<file path="config.mk">
export PLATFORM = sky130hd
export DESIGN_NAME = mcnf_row
export DESIGN_NICKNAME = d
export VERILOG_FILES = /design/src/mcnf_pkg.sv /design/src/mcnf_cell.sv /design/src/mcnf_row.sv
export SDC_FILE = /design/constraint.sdc
export NUM_CORES = 2
export LEC_CHECK = 0
export BUFFER_PORTS_ARGS = -buffer_cell sky130_fd_sc_hd__buf_2
export CAP_MARGIN = 20
export CORE_UTILIZATION = 57
export CTS_BUF_LIST = sky130_fd_sc_hd__clkbuf_16
export DETAILED_ROUTE_END_ITERATION = 10
export GPL_ROUTABILITY_DRIVEN = 1
export PLACE_DENSITY_LB_ADDON = 0.25
export SYNTH_ARGS = -nofsm -noshare
export SYNTH_HDL_FRONTEND = slang
export SYNTH_HIERARCHICAL = 1
export SYNTH_SLANG_ARGS = --single-unit
</file>
<file path="constraint.sdc">
create_clock -name clk -period 30.7 [get_ports clk]
set_input_delay 6.14 -clock clk [delete_from_list [all_inputs] [get_ports clk]]
set_output_delay 6.14 -clock clk [all_outputs]
set_load 0.005 [all_outputs]
</file>
<file path="src/mcnf_pkg.sv">
`timescale 1ns / 1ps
// ----------------------------------------------------------------------------
// mcnf_pkg
// Shared types and codes for the cluster note filter: request codes,
// sequencer states, row commands and the snap chain record.
// ----------------------------------------------------------------------------
package mcnf_pkg;

  localparam int PITCH_W = 7;

  localparam logic [1:0] REQ_LOCAL = 2'd0;
  localparam logic [1:0] REQ_EXT   = 2'd1;
  localparam logic [1:0] REQ_CLEAR = 2'd2;

  typedef enum logic [3:0] {
    S_IDLE,
    S_ON1,
    S_ON2,
    S_ON3,
    S_PUSH,
    S_OFF1,
    S_PAIRS,
    S_REMOVE,
    S_EXT,
    S_CLR,
    S_DONE
  } state_t;

  // Command broadcast to every cell of one row
  typedef struct packed {
    logic push;
    logic remove;
    logic clear;
  } row_cmd_t;

  // Nearest-match record handed from cell to cell
  typedef struct packed {
    logic                found;
    logic [PITCH_W-1:0]  pitch;
  } snap_t;

endpackage

</file>
<file path="src/mcnf_cell.sv">
`timescale 1ns / 1ps
// ----------------------------------------------------------------------------
// mcnf_cell
// One list slot: holds an entry and its occupied bit, matches the broadcast
// key and hands shift, first-match and nearest-note data to its neighbors.
// ----------------------------------------------------------------------------
module mcnf_cell
  import mcnf_pkg::*;
#(
  parameter int VW = 7
) (
  input  logic               clk,
  input  logic               rst,
  input  row_cmd_t           cmd,
  input  logic [PITCH_W-1:0] key,
  input  logic [VW-1:0]      push_val,
  input  logic               left_occ,
  input  logic               hit_in,
  input  logic [VW-1:0]      fm_in,
  input  logic [VW-1:0]      right_val,
  input  logic               right_occ,
  input  snap_t              snap_in,
  output logic [VW-1:0]      val,
  output logic               occ,
  output logic               hit_out,
  output logic [VW-1:0]      fm_out,
  output snap_t              snap_out
);

  logic [PITCH_W-1:0] kv;
  logic               match;
  logic               near;
  logic               take_push;
  logic               take_right;

  // Compare the key field against the broadcast key
  assign kv    = val[VW-1 -: PITCH_W];
  assign match = occ && (kv == key);
  assign near  = occ && (({1'b0, kv} == {1'b0, key} + 8'd1) ||
                         ({1'b0, kv} == {1'b0, key} + 8'd2) ||
                         ({1'b0, key} == {1'b0, kv} + 8'd1) ||
                         ({1'b0, key} == {1'b0, kv} + 8'd2));

  // Pass the first match to the right and the last near note to the left
  assign hit_out = hit_in | match;
  assign fm_out  = (!hit_in && match) ? val : fm_in;
  always_comb begin
    snap_out = snap_in;
    if (!snap_in.found && near) begin
      snap_out.found = 1'b1;
      snap_out.pitch = kv;
    end
  end

  assign take_right = cmd.remove && hit_out;
  assign take_push  = cmd.push && !occ && left_occ;

  // Hold, clear, shift down on removal, or load on push
  always_ff @(posedge clk) begin
    if (rst) begin
      occ <= 1'b0;
    end else if (cmd.clear) begin
      occ <= 1'b0;
    end else if (take_right) begin
      occ <= right_occ;
    end else if (take_push) begin
      occ <= 1'b1;
    end
  end

  always_ff @(posedge clk) begin
    if (take_right) begin
      val <= right_val;
    end else if (take_push) begin
      val <= push_val;
    end
  end

endmodule

</file>
<file path="src/mcnf_row.sv">
`timescale 1ns / 1ps
// ----------------------------------------------------------------------------
// mcnf_row
// Ordered list built as a row of cells; reports full, key hit, the first
// matching entry and the last entry near the key.
// ----------------------------------------------------------------------------
module mcnf_row
  import mcnf_pkg::*;
#(
  parameter int DEPTH = 32,
  parameter int VW    = 7
) (
  input  logic               clk,
  input  logic               rst,
  input  row_cmd_t           cmd,
  input  logic [PITCH_W-1:0] key,
  input  logic [VW-1:0]      push_val,
  output logic               full,
  output logic               any_hit,
  output logic [VW-1:0]      first_val,
  output snap_t              snap
);

  logic [VW-1:0] vals  [DEPTH];
  logic [DEPTH-1:0] occs;
  logic [DEPTH:0]   hits;
  logic [VW-1:0] fms   [DEPTH+1];
  snap_t         snaps [DEPTH+1];

  assign hits[0]      = 1'b0;
  assign fms[0]       = '0;
  assign snaps[DEPTH] = '0;

  // Chain the cells
  for (genvar i = 0; i < DEPTH; i++) begin : g_cell
    logic          lo;
    logic [VW-1:0] rv;
    logic          ro;
    if (i == 0) begin : g_first
      assign lo = 1'b1;
    end else begin : g_mid
      assign lo = occs[i-1];
    end
    if (i == DEPTH - 1) begin : g_last
      assign rv = '0;
      assign ro = 1'b0;
    end else begin : g_inner
      assign rv = vals[i+1];
      assign ro = occs[i+1];
    end
    mcnf_cell #(.VW(VW)) u_cell (
      .clk      (clk),
      .rst      (rst),
      .cmd      (cmd),
      .key      (key),
      .push_val (push_val),
      .left_occ (lo),
      .hit_in   (hits[i]),
      .fm_in    (fms[i]),
      .right_val(rv),
      .right_occ(ro),
      .snap_in  (snaps[i+1]),
      .val      (vals[i]),
      .occ      (occs[i]),
      .hit_out  (hits[i+1]),
      .fm_out   (fms[i+1]),
      .snap_out (snaps[i])
    );
  end

  assign full      = occs[DEPTH-1];
  assign any_hit   = hits[DEPTH];
  assign first_val = fms[DEPTH];
  assign snap      = snaps[0];

endmodule

</file>
=== After elaboration in Yosys (flattened, before gate mapping) ===
Cells that the tools add are included.

* Flip-flop bits (word level): 256
* Output and inout port bits: 17
* Bits of input ports: 19

* Equality and inequality tests: 160
* $add $sub $neg: 66
* Multiplexer cells: 188
* Reductions and logical operators: 444
* Bitwise logic cells: 31

{| class="wikitable"
|+ Operator list
! cell !! number
|-
| 7-bit by 8-bit equality test with 1-bit output || 128
|-
| 7-bit 2-to-1 mux || 94
|-
| 7-bit by 1-bit adder with 8-bit output (second input constant) || 33
|-
| 7-bit by 2-bit adder with 8-bit output (second input constant) || 33
|-
| 8-bit 2-to-1 mux || 32
|-
| 7-bit equality test || 32
|-
| 1-bit logical AND || 221
|-
| 1-bit logical OR || 96
|-
| 1-bit logical NOT || 94
|-
| 1-bit 2-to-1 mux || 62
|-
| 2-bit nonzero test || 31
|-
| 1-bit OR || 31
|-
| 3-bit OR reduction || 1
|-
| 2-bit OR reduction || 1
|}

=== Depth between registers and ports, before layout ===
* Depth after elaboration: 100
* Depth in mapped cells: 68
* Depth with buffers taken out: 68

=== Modules after synthesis ===
Netlist, hierarchy kept.

{| class="wikitable"
|+ Modules (own cells, without submodules)
! module !! times used !! seq. area each (um^2) !! cells each !! area each (um^2)
|-
| mcnf_cell (g_cell[0].u_cell ...) || 30 || 230.2 || 135 || 1241.2
|-
| mcnf_cell (g_cell[29].u_cell) || 1 || 230.2 || 143 || 1261.2
|-
| mcnf_cell (g_cell[9].u_cell) || 1 || 230.2 || 135 || 1227.4
|-
| mcnf_row || 1 || 0.0 || 2 || 7.5
|}

=== Worst setup path before layout ===
Ideal clock, no wire load.

* Kind: input -> output
* Start point: input port key[1]
* End point: output port snap[6] (netlist name)
* Stages on the path: 38
* Required time: 24.560 ns
* Path buffers: 0
* Setup slack: 8.898 ns
* Data arrival time: 15.662 ns
* Cell sequence: ha_1 and2_1 a211o_1 a32oi_1 o32ai_2 o311ai_4 mux2_2 mux2_2 mux2_1 mux2_2 mux2_2 mux2_2 mux2_2 mux2_2 mux2_2 mux2_2 mux2_2 mux2_2 [2 not listed] mux2_2 mux2_2 mux2_2 mux2_2 mux2_2 mux2_2 mux2_2 mux2_2 mux2_1 mux2_2 mux2_2 mux2_2 mux2_2 mux2_2 mux2_2 mux2_2 mux2_2 mux2_2

{| class="wikitable"
|+ RTL lines
! what !! RTL line !! RTL
|-
| from (decl) || mcnf_row.sv:16 || <nowiki>input logic [PITCH_W-1:0] key,</nowiki>
|-
| to (decl) || mcnf_row.sv:21 || <nowiki>output snap_t snap</nowiki>
|}

==> run metrics <==
status completed; RSZ-0062 raised after global routing no; Worst-path clk slew 0.06 ns; drc violations 0; GP Congestion 0.9375; sequential share of the synthesized area 18.54%; Cell Pwr Density around 32 nW/µm²; drt pass-1 iters 6; CTS tree yes; fill count 5955; WL final 120.0 mm; CP startpoint kind input pin; crit-path most repeated cell mux2_2; Final ANT Viol Nets 0; Critical Setup Path Class input pin to primary output; Avg Cell Area, Syn 9.176 µm²; reg-to-reg startpoint g_cell[0].u_cell/val[6]$_DFFE_PP_; RR Endpoint g_cell[31].u_cell/val[3]$_DFFE_PP_; Post-Synthesis Cells 4330; global route overflow 0; Core ar. 68830 µm²; Final Hold Vio Count 0; worst clock skew 0.01856 ns; vias 36021; static leakage 13.71 nW; CP max-delay cell buf_4; WL/cell 22.98 µm; Worst Path Arrival 17.76 ns; Inserted Clock Buffers 31; post-CTS setup repair buffer count 0; CP Capture Point snap[2]; CP required 24.56 ns; Distinct cells, synth 74; post-CTS sizing 0; HPWL Detailed 78.85 mm; area share of the largest cell type after synthesis 18.93%; flop-to-flop setup slack 19.44 ns; Root Buffer clkbuf_16; worst-margin pin slew 1.255 ns; post-layout net count 4411; full die area 70760 µm²; max cap viols 0; # setup viols final 0; Chip Width between 200 and 300 µm; Hold WS 0.6340 ns; vias in the first global route 33519; Tot GR Track Use approximately a third; crit share post-route 77.87%; Worst slew margin 16.36%; fin crit period 23.90 ns; Setup TNS 0 ns; Yosys warning total 6; Clock Sinks between 200 and 300; Async SR Flop Fraction 0%; Total Power 1.323 mW; CP max stage delay 0.85 ns; largest net degree at the start of global routing 113; Util after Layout 60.51%; crit end category primary output; # rows 96; starting density of the core between 50 and 60%; maximum vdd ir drop 0.05335 mV; Hold Path Class register to register; clock latency on the worst-skew pair 0.60 ns; FF+latch count, synth 256; Top-Level Pins 36; initial antenna violation count 2; share of cells above drive strength 1 25.63%; Layout area overhead 4.827%; mapped cell area ~40000 µm²; H-tree levels 1; Max FO, Critical Path 111; port buffer count 35; r2r worst-path depth 36; number of flops mapped to enable cells by yosys 224; Main synth FF type edfxtp_1; DR vias/cell 6.899; Critical path origin key[3]; Clock Tree Buf Depth 3; Max Clk Rate 41.83 MHz; first-pass GRT wire length 188.4 mm; most area-consuming cells after synthesis mux2_2, edfxtp_1, xnor2_1, xor2_1, ha_1; Iter 0 DRT Violations 3618; die height 266.0 µm; cell taking the most area after synthesis mux2_2; hold-fix buffers at CTS 0; Slew Limit Fails 0
## layout make-up
type / count / area, µm² / area share, %
diodes: 2 / 5.005 / 0.01202
clock buffers: 31 / 775.7 / 1.863
clock inverters: 26 / 286.5 / 0.6879
inverters: 124 / 465.4 / 1.118
multi-input cells: 3779 / 31040 / 74.54
flip-flops and latches: 256 / 7367 / 17.69
well taps: 931 / 1165 / 2.797
repair buffers: 72 / 540.5 / 1.298
## layer usage
metal  global-route usage (%)  part of all wire (%)
met4                    10.33                   3.1
met1                    44.81                    43
met3                    3.678                   8.1
met2                    53.12                    46
met5                        0                     0
## per-stage QoR
step	cell area, µm²	setup WS, ns	std cells
4_1_cts	41630	6.990	5216
2_1_floorplan	39830	8.898	4355
5_1_grt	41650	6.504	5220
6_report	41650	6.795	5221
3_5_place_dp	40570	7.080	5159
3_3_place_gp	40570	7.142	5159
## kinds of logic after synthesis
family | count (synthesis) | share of synthesized area, %
AO/OA/AOI/OAI | 854 | 17.94
AND/OR/NAND/NOR | 1479 | 22.63
other | 2 | 0.01890
adder cells (fa/ha/maj) | 128 | 4.031
XOR/XNOR | 617 | 14.19
multiplexers | 674 | 19.10
flip-flops | 256 | 18.54
buffers and inverters | 320 | 3.558
## report_power, final
group	switching [mW]	leakage [nW]	internal, mW
clock	0.158	0.533	0.233
combinational	0.258	10.8	0.201
sequential	0.0653	2.37	0.407
total	0.482	13.7	0.841
## worst max-delay path: cells and delay by family
kind,cells,cell delay (ns)
buffers and inverters,6,2.87
AO/OA/AOI/OAI,2,0.32
XOR/XNOR,1,0.18
AND/OR/NAND/NOR,4,1.04
multiplexers,25,6.96
## cells in the final DEF (no fill, tap or decap), types with 31 or more instances in the layout
cell type / n
o31ai_1: 31
and3_1: 92
inv_1: 131
and2_1: 32
xnor2_1: 387
o311a_1: 60
o211ai_1: 61
nand3b_1: 32
buf_4: 32
a211o_1: 34
nand2b_1: 95
ha_1: 128
buf_2: 31
xor2_1: 199
o21ai_0: 186
a2111oi_0: 32
or3b_2: 31
nand4b_1: 61
nand3_1: 140
mux2_2: 668
edfxtp_1: 224
nor3_1: 216
clkbuf_16: 31
a21oi_1: 65
nand4_1: 159
dfxtp_1: 32
a31oi_1: 34
nor2_1: 163
a21boi_0: 32
a31o_2: 32
nand2_1: 226
or3b_1: 31
## registers in the layout, indices dropped and copies added, names as in the netlist
register           count
g_cell.u_cell/occ     32
g_cell.u_cell/val    224
## worst min path at each step
stage | to | startpoint | slack (ns) | cells after the start
after floorplan | g_cell[8].u_cell/occ$_SDFFE_PP0P_ | g_cell[9].u_cell/occ$_SDFFE_PP0P_ | 0.54 | 2
after global placement | g_cell[29].u_cell/occ$_SDFFE_PP0P_ | g_cell[30].u_cell/occ$_SDFFE_PP0P_ | 0.62 | 2
after detailed placement | g_cell[8].u_cell/occ$_SDFFE_PP0P_ | g_cell[9].u_cell/occ$_SDFFE_PP0P_ | 0.62 | 2
after CTS | g_cell[8].u_cell/occ$_SDFFE_PP0P_ | g_cell[9].u_cell/occ$_SDFFE_PP0P_ | 0.62 | 2
after global routing | g_cell[8].u_cell/occ$_SDFFE_PP0P_ | g_cell[9].u_cell/occ$_SDFFE_PP0P_ | 0.67 | 2
final | g_cell[8].u_cell/occ$_SDFFE_PP0P_ | g_cell[9].u_cell/occ$_SDFFE_PP0P_ | 0.63 | 2
## synth_stat cells, types with 124 or more instances
library cell,count
buf_2,163
edfxtp_1,224
ha_1,128
inv_1,124
mux2_2,668
nand2_1,226
nand3_1,140
nand4_1,159
nor2_1,163
nor3_1,216
o21ai_0,186
xnor2_1,387
xor2_1,199
Note: power is estimated with default switching activity, not from simulation.
